**config.mk**
```make
export PLATFORM = sky130hd
export DESIGN_NAME = signed_integer_divider
export DESIGN_NICKNAME = d
export VERILOG_FILES = /design/src/rtl/sid_pkg.sv /design/src/rtl/signed_integer_divider.sv /design/src/rtl/sid_prep.sv /design/src/rtl/sid_stage.sv /design/src/rtl/sid_post.sv
export SDC_FILE = /design/constraint.sdc
export NUM_CORES = 2
export LEC_CHECK = 0
export BUFFER_PORTS_ARGS = -buffer_cell sky130_fd_sc_hd__buf_2
export CAP_MARGIN = 25
export CORE_MARGIN = 2
export CORE_UTILIZATION = 35
export DETAILED_ROUTE_END_ITERATION = 10
export PLACE_DENSITY = 0.45
export SLEW_MARGIN = 10
export SYNTH_ARGS = -nofsm -noshare
export SYNTH_HDL_FRONTEND = slang
export SYNTH_SLANG_ARGS = --single-unit
export TNS_END_PERCENT = 5
```
**constraint.sdc**
```tcl
create_clock -name clk_i -period 26.2 [get_ports clk_i]
set_input_delay 2.62 -clock clk_i [delete_from_list [all_inputs] [get_ports clk_i]]
set_output_delay 2.62 -clock clk_i [all_outputs]
set_load 0.01 [all_outputs]
```
**src/rtl/sid_pkg.sv**
```systemverilog
// Shared widths, constants and the pipeline stage record of the signed divider.
package sid_pkg;

  localparam int unsigned DATA_WIDTH     = 32;
  localparam int unsigned BITS_PER_STAGE = 4;
  localparam int unsigned NUM_STAGES     = (DATA_WIDTH + BITS_PER_STAGE - 1) / BITS_PER_STAGE;
  localparam int unsigned CORE_WIDTH     = NUM_STAGES * BITS_PER_STAGE;
  // operand register, division stages, output register
  localparam int unsigned LATENCY        = NUM_STAGES + 2;

  typedef logic signed [DATA_WIDTH-1:0] data_t;
  typedef logic [CORE_WIDTH-1:0]        core_t;

  localparam data_t INT_MAX = {1'b0, {(DATA_WIDTH-1){1'b1}}};
  localparam data_t INT_MIN = {1'b1, {(DATA_WIDTH-1){1'b0}}};

  typedef struct packed {
    logic  valid;
    logic  neg;
    logic  dbz;
    core_t num;
    core_t rem;
    core_t den;
  } stage_t;

endpackage

```
**src/rtl/signed_integer_divider.sv**
```systemverilog
// The result strobe follows start through the operand register, the division stages and the output register.
// Throughput: one item per cycle; busy_o stays low, every division stage is its own register.
// Depth: one operand register, NUM_STAGES stages of BITS_PER_STAGE quotient bits, one output reg.
// Reset: rst_ni clears all valid bits asynchronously; items in flight are dropped.
// The result strobe valid_o lasts one cycle; the receiver cannot stall the pipeline.
module signed_integer_divider (
  input  logic           clk_i,
  input  logic           rst_ni,
  input  logic           start_i,
  input  sid_pkg::data_t dividend_i,
  input  sid_pkg::data_t divisor_i,
  output logic           busy_o,
  output logic           valid_o,
  output sid_pkg::data_t quotient_o,
  output logic           div_by_zero_o
);

  sid_pkg::stage_t pipe [sid_pkg::NUM_STAGES+1];
  logic            accept;

  assign busy_o = 1'b0;
  assign accept = start_i & ~busy_o;

  sid_prep u_prep (
    .clk_i      (clk_i),
    .rst_ni     (rst_ni),
    .accept_i   (accept),
    .dividend_i (dividend_i),
    .divisor_i  (divisor_i),
    .stage_o    (pipe[0])
  );

  for (genvar g = 0; g < sid_pkg::NUM_STAGES; g++) begin : g_stage
    sid_stage u_stage (
      .clk_i   (clk_i),
      .rst_ni  (rst_ni),
      .stage_i (pipe[g]),
      .stage_o (pipe[g+1])
    );
  end

  sid_post u_post (
    .clk_i         (clk_i),
    .rst_ni        (rst_ni),
    .stage_i       (pipe[sid_pkg::NUM_STAGES]),
    .valid_o       (valid_o),
    .quotient_o    (quotient_o),
    .div_by_zero_o (div_by_zero_o)
  );

endmodule

```
**src/rtl/sid_prep.sv**
```systemverilog
// Operand stage: takes magnitudes, result sign and the zero-divisor flag.
module sid_prep (
  input  logic                clk_i,
  input  logic                rst_ni,
  input  logic                accept_i,
  input  sid_pkg::data_t      dividend_i,
  input  sid_pkg::data_t      divisor_i,
  output sid_pkg::stage_t     stage_o
);

  logic [sid_pkg::DATA_WIDTH-1:0] a_mag;
  logic [sid_pkg::DATA_WIDTH-1:0] b_mag;
  logic                           valid_d, valid_q;
  sid_pkg::stage_t                pay_d, pay_q;

  // the minimum value maps to its true unsigned magnitude
  assign a_mag = dividend_i[sid_pkg::DATA_WIDTH-1] ? (~dividend_i + 1'b1) : dividend_i;
  assign b_mag = divisor_i[sid_pkg::DATA_WIDTH-1]  ? (~divisor_i + 1'b1)  : divisor_i;

  always_comb begin
    valid_d     = accept_i;
    pay_d       = '0;
    pay_d.valid = accept_i;
    pay_d.neg   = dividend_i[sid_pkg::DATA_WIDTH-1] ^ divisor_i[sid_pkg::DATA_WIDTH-1];
    pay_d.dbz   = (divisor_i == '0);
    pay_d.num   = sid_pkg::core_t'(a_mag);
    pay_d.rem   = '0;
    pay_d.den   = sid_pkg::core_t'(b_mag);
  end

  always_ff @(posedge clk_i or negedge rst_ni) begin
    if (!rst_ni) begin
      valid_q <= 1'b0;
    end else begin
      valid_q <= valid_d;
    end
  end

  always_ff @(posedge clk_i) begin
    pay_q <= pay_d;
  end

  always_comb begin
    stage_o       = pay_q;
    stage_o.valid = valid_q;
  end

endmodule

```
**src/rtl/sid_stage.sv**
```systemverilog
// One division stage: BITS_PER_STAGE restoring shift-and-subtract steps, then a register.
module sid_stage (
  input  logic            clk_i,
  input  logic            rst_ni,
  input  sid_pkg::stage_t stage_i,
  output sid_pkg::stage_t stage_o
);

  logic            valid_q;
  sid_pkg::stage_t pay_d, pay_q;

  always_comb begin
    sid_pkg::core_t               num;
    sid_pkg::core_t               rem;
    logic [sid_pkg::CORE_WIDTH:0] diff;
    num  = stage_i.num;
    rem  = stage_i.rem;
    diff = '0;
    for (int k = 0; k < sid_pkg::BITS_PER_STAGE; k++) begin
      // bring down the next dividend bit, keep the quotient bit if the trial holds
      rem  = {rem[sid_pkg::CORE_WIDTH-2:0], num[sid_pkg::CORE_WIDTH-1]};
      num  = {num[sid_pkg::CORE_WIDTH-2:0], 1'b0};
      diff = {1'b0, rem} - {1'b0, stage_i.den};
      if (!diff[sid_pkg::CORE_WIDTH]) begin
        rem    = diff[sid_pkg::CORE_WIDTH-1:0];
        num[0] = 1'b1;
      end
    end
    pay_d     = stage_i;
    pay_d.num = num;
    pay_d.rem = rem;
  end

  always_ff @(posedge clk_i or negedge rst_ni) begin
    if (!rst_ni) begin
      valid_q <= 1'b0;
    end else begin
      valid_q <= stage_i.valid;
    end
  end

  always_ff @(posedge clk_i) begin
    pay_q <= pay_d;
  end

  always_comb begin
    stage_o       = pay_q;
    stage_o.valid = valid_q;
  end

endmodule

```
**src/rtl/sid_post.sv**
```systemverilog
// Output stage: applies the sign, saturation and the zero-divisor result.
module sid_post (
  input  logic            clk_i,
  input  logic            rst_ni,
  input  sid_pkg::stage_t stage_i,
  output logic            valid_o,
  output sid_pkg::data_t  quotient_o,
  output logic            div_by_zero_o
);

  sid_pkg::data_t q_mag;
  sid_pkg::data_t quot_d, quot_q;
  logic           dbz_d, dbz_q;
  logic           valid_q;

  assign q_mag = stage_i.num[sid_pkg::DATA_WIDTH-1:0];

  always_comb begin
    dbz_d = stage_i.dbz;
    if (stage_i.dbz) begin
      quot_d = '0;
    end else if (stage_i.neg) begin
      quot_d = ~q_mag + 1'b1;
    end else if (q_mag[sid_pkg::DATA_WIDTH-1]) begin
      // minimum over minus one: clamp to the largest positive value
      quot_d = sid_pkg::INT_MAX;
    end else begin
      quot_d = q_mag;
    end
  end

  always_ff @(posedge clk_i or negedge rst_ni) begin
    if (!rst_ni) begin
      valid_q <= 1'b0;
    end else begin
      valid_q <= stage_i.valid;
    end
  end

  always_ff @(posedge clk_i) begin
    quot_q <= quot_d;
    dbz_q  <= dbz_d;
  end

  assign valid_o       = valid_q;
  assign quotient_o    = quot_q;
  assign div_by_zero_o = dbz_q;

endmodule

```
## Yosys cells after proc, flatten, opt, wreduce, memory -nomap -nowiden

Cells that the tools add are included.

- Flip-flop bits (word level): 822
- Word-level logic and storage cells: 163
- Output and inout bits: 35

- Bitwise operators: 4
- Mux-type cells: 67
- Reductions and logical operators: 1
- $add $sub $neg: 35

Operators by type and width:

| operator | number |
|---|---|
| $mux W31 | 34 |
| $sub A32 B32 Y33 | 31 |
| $add A32 B1 Y32 const B | 3 |
| $not A32 Y32 | 3 |
| $sub A1 B32 Y33 | 1 |
| $logic_not A32 Y1 | 1 |
| $mux W1 | 32 |
| $mux W32 | 1 |
| $xor A1 B1 Y1 | 1 |

## Depth between registers and ports, before layout

- Word-level depth: 8
- Gate-level depth with buffers: 59

## Cells and area by module

A second synthesis with hierarchy kept.

- Cell total of the unflattened synthesis: 10686
- Area total of the unflattened synthesis: 86874.6 sq um

By module, submodules not included:

| module | cells an instance | area an instance (sq um) | instances |
|---|---|---|---|
| sid_stage (g_stage[4].u_stage ...) | 1328 | 10460.0 | 4 |
| sid_stage (g_stage[1].u_stage ...) | 1220 | 10117.2 | 2 |
| sid_stage (g_stage[0].u_stage) | 1194 | 10017.1 | 1 |
| sid_stage (g_stage[3].u_stage) | 1206 | 9873.2 | 1 |
| sid_prep | 313 | 3120.5 | 1 |
| sid_post | 219 | 1778.0 | 1 |
| signed_integer_divider | 2 | 11.3 | 1 |

## Worst setup path after synthesis

OpenSTA, ideal clock, no wires.

- Path kind: register to register
- Start point: register g_stage[1].u_stage.pay_q, in the netlist g_stage[1].u_stage.stage_o[1]
- End point: register g_stage[2].u_stage.pay_q, in the netlist g_stage[2].u_stage.stage_o[59]
- Buffers on the path: 7
- Arrival: 11.508 ns
- Library setup time: 0.121 ns
- Path slack: 14.571 ns
- Cell stages (with the launch flop): 54
- Path through: dfxtp_1 > inv_1 > fa_1 > a211oi_1 > o211ai_1 > a221oi_2 > o211ai_1 > a31oi_1 > o21a_1 > buf_2 > buf_1 > nor2_1 > a21oi_1 > inv_1 > ha_1 > clkbuf_1 > and4_1 > o211a_1 > (+18 left out) > a31o_1 > buf_2 > buf_1 > o21ai_0 > inv_1 > ha_1 > nor2b_1 > o21ai_0 > a21oi_1 > o21ai_0 > a211oi_1 > nor3_1 > nor3_1 > and4_1 > a2111oi_0 > o21ai_0 > xor2_1 > mux2_2

RTL lines:

| what | line | text |
|---|---|---|
| from (decl) | sid_stage.sv:10 | `sid_pkg::stage_t pay_d, pay_q;` |
| from (signal assigned) | sid_stage.sv:43 | `pay_q <= pay_d;` |
| to (signal assigned) | sid_stage.sv:43 |  |
| to (decl) | sid_stage.sv:10 |  |

==> flow_metrics.tcl <==
set metrics [dict create \
    placed_area_um2 78900 \
    worst_slew_pin_slew_ns 1.00 \
    areaGrowthSynthToFinish_pct 9.45 \
    crit_slowest_cell "mux2i_1" \
    synth_area_um2 75200 \
    r2r_slack_ns 10.31 \
    track_usage_pct 20.7 \
    fin_area_um2 82300 \
    post_cts_buffers 0 \
    grt_pass1_vias 64300 \
    num_rows 170 \
    fin_cells 12100 \
    die_w_um 468 \
    grt_overflow 0 \
    status "finished clean" \
    maxSlewViolCount 0 \
    hpwl_mm 195 \
    core_um2 214000 \
    clock_sinks 822 \
    hold_viol 0 \
    fmax_mhz 62.9 \
    path_max_fanout 38 \
    worst_clock_skew_ns 0.0411 \
    cts_hold_buffers 0 \
    io_buffers 100 \
    fin_setup_tns_ns 0 \
    drv_cap 0 \
    synth.most_common_cell "ha_1" \
    viasPerCell 5.43 \
    worst-endpoint-required_ns 26.74 \
    synth_area_per_cell_um2 8.28 \
    antenna_found_initial 18 \
    finalWirelength_mm 234 \
    cts_tree "built" \
    crit_top_cell "buf_4" \
    r2r_end "g_stage[1].u_stage.stage_o[33]$_DFF_P_" \
    cts.clk_slew.worst_paths_ns 0.06 \
    synth_edf_count 0 \
    first_pass_iters 5 \
    die_h_um 468 \
    synthCells 9088 \
    die_area_um2 219000 \
    path_class "register to register" \
    async_flop_share_pct 1.22 \
    slew_headroom_pct 32.8 \
    yosys_warnings 0 \
    fin_crit_sh_pct 60.6 \
    dp_cells 11900 \
    hold-path-endpoint "g_stage[1].u_stage.stage_o[86]$_DFF_P_" \
    drc 0 \
    crit_path_max_incr_delay_ns 0.80 \
    postCtsResizedCells 0 \
    rsz0062_at_grt "false" \
    place_congestion 0.910 \
    ios 102 \
    synth_top_cell_by_area "dfxtp_1" \
    layout_min_cycle_time_ns 15.89 \
    root_buffer "clkbuf_16" \
    synth_ff_type "dfxtp_1" \
    worstSetupEndpointType "register" \
    synth-seq-cells 822 \
    r2r_cells 50 \
    drt_iter0_drc 3354 \
    start_util_pct 35.1 \
    cp.arrival_ns 16.43 \
    min-delay-start "g_stage[0].u_stage.stage_o[82]$_DFF_P_" \
    grt_start_max_net_pins 63 \
    htreeDepth 3 \
    setup_viol_count_final 0 \
    worstHoldPathType "register to register" \
    clk_path_buf_depth 3 \
    ant_nets 0 \
    synth_seq_area_share_pct 21.9 \
    layout.nets 10200 \
    synth_top_area_share_pct 21.6 \
    synthTopCellsByArea "dfxtp_1 (22%), ha_1 (17%), mux2_2 (7.6%)" \
    grt_pass1_wl_mm 360 \
    ys_types 111 \
    detail_route.wl_per_cell_um 19.4 \
    final_layout_size_suffix_gt1_share_pct 10.3 \
    regToRegStartpoint "g_stage[0].u_stage.stage_o[1]$_DFF_P_" \
    min_path_cells 0 \
    vias 65600 \
    clock_latency_ns 0.76 \
    cts-buffers-inserted 100 \
    synth_common_cells "ha_1 (996), a21oi_1 (824), dfxtp_1 (812)" \
    start_kind "register" \
]
-- routing by layer --
layer | GRT usage, % | part of all wire (%) | vias to the layer above
li1 | - | - | 33300
met1 | 26.2 | 46 | 31000
met2 | 35.5 | 47 | 1017
met3 | 2.13 | 2.6 | 355
met4 | 8.66 | 4.2 | 6
met5 | 0 | 0.014 | -
-- worst max-delay path by stage --
| stage | cells past startpoint | to | startpoint | slack, ns |
|---|---|---|---|---|
| after floorplan | 53 | g_stage[2].u_stage.stage_o[59]$_DFF_P_ | g_stage[1].u_stage.stage_o[1]$_DFF_P_ | 14.57 |
| after global placement | 50 | g_stage[1].u_stage.stage_o[33]$_DFF_P_ | g_stage[0].u_stage.stage_o[1]$_DFF_P_ | 10.61 |
| after detailed placement | 50 | g_stage[1].u_stage.stage_o[33]$_DFF_P_ | g_stage[0].u_stage.stage_o[1]$_DFF_P_ | 10.49 |
| after CTS | 50 | g_stage[1].u_stage.stage_o[33]$_DFF_P_ | g_stage[0].u_stage.stage_o[1]$_DFF_P_ | 10.42 |
| after global routing | 50 | g_stage[1].u_stage.stage_o[32]$_DFF_P_ | g_stage[0].u_stage.stage_o[1]$_DFF_P_ | 9.35 |
| final | 50 | g_stage[1].u_stage.stage_o[33]$_DFF_P_ | g_stage[0].u_stage.stage_o[1]$_DFF_P_ | 10.31 |
-- final cells by class --
| class | count | area (um2) |
|---|---|---|
| fillers | 21900 | 132000 |
| repair buffers | 144 | 835 |
| diodes | 10 | 25.0 |
| inverters | 549 | 2060 |
| multi-input cells | 7526 | 55900 |
| flip-flops and latches | 822 | 16500 |
| clock buffers | 125 | 2710 |
| clock inverters | 61 | 678 |
| well taps | 2838 | 3550 |
-- logic make-up (layout without fill, tap and decap cells) --
family,after synthesis,count (layout),share of synthesized area [%]
AO/OA/AOI/OAI,2841,2841,24.5
AND/OR/NAND/NOR,2252,2252,14.2
adder cells (fa/ha/maj),1026,1026,17.4
XOR/XNOR,828,828,9.64
flip-flops,822,822,21.9
buffers and inverters,755,879,3.91
multiplexers,563,563,8.38
other,1,26,0.00499
-- placed cells by master (no fill, tap or decap), types with 87 or more instances in the layout --
cell	netlist	layout
o21bai_1	87	87
nor2b_1	120	120
nand3_1	153	153
ha_1	996	996
xnor2_1	564	564
mux2_2	505	505
dfxtp_1	812	811
nand2_1	612	612
nor3_1	117	116
a21oi_1	824	821
nand2b_1	147	146
o21a_1	159	159
buf_2	56	100
a21o_1	455	455
clkbuf_16	0	100
xor2_1	264	264
o21ai_0	565	565
nor2_1	681	680
inv_1	540	540
-- sequential cells by signal, indices dropped and copies added, names as in the netlist --
register / count
u_post.valid_o: 1
u_post.div_by_zero_o: 1
u_prep.stage_o: 66
u_prep.valid_q: 1
u_post.quotient_o: 32
g_stage.u_stage.stage_o: 713
g_stage.u_stage.valid_q: 8
-- through the flow --
stage	setup WS (ns)	util, %	hold slack [ns]
after floorplan	14.57	-	0.310
after detailed placement	10.49	36.8	0.312
final	10.31	38.4	0.297
after global routing	9.35	38.4	0.315
after CTS	10.42	38.4	0.291
after global placement	10.61	36.8	0.311
-- worst max-delay path: cells and delay by family, from the launching register on --
family	cells	cell delay (ns)
AOI/OAI and AO/OA	29	8.09
adders and majority gates	4	1.69
buffers and inverters	8	2.50
DFF	1	0.72
muxes	3	1.59
and+or+nand+nor	6	0.91
Power is not shown: default switching activity piles up to over one toggle a cycle in this logic, so the estimate is an artifact.
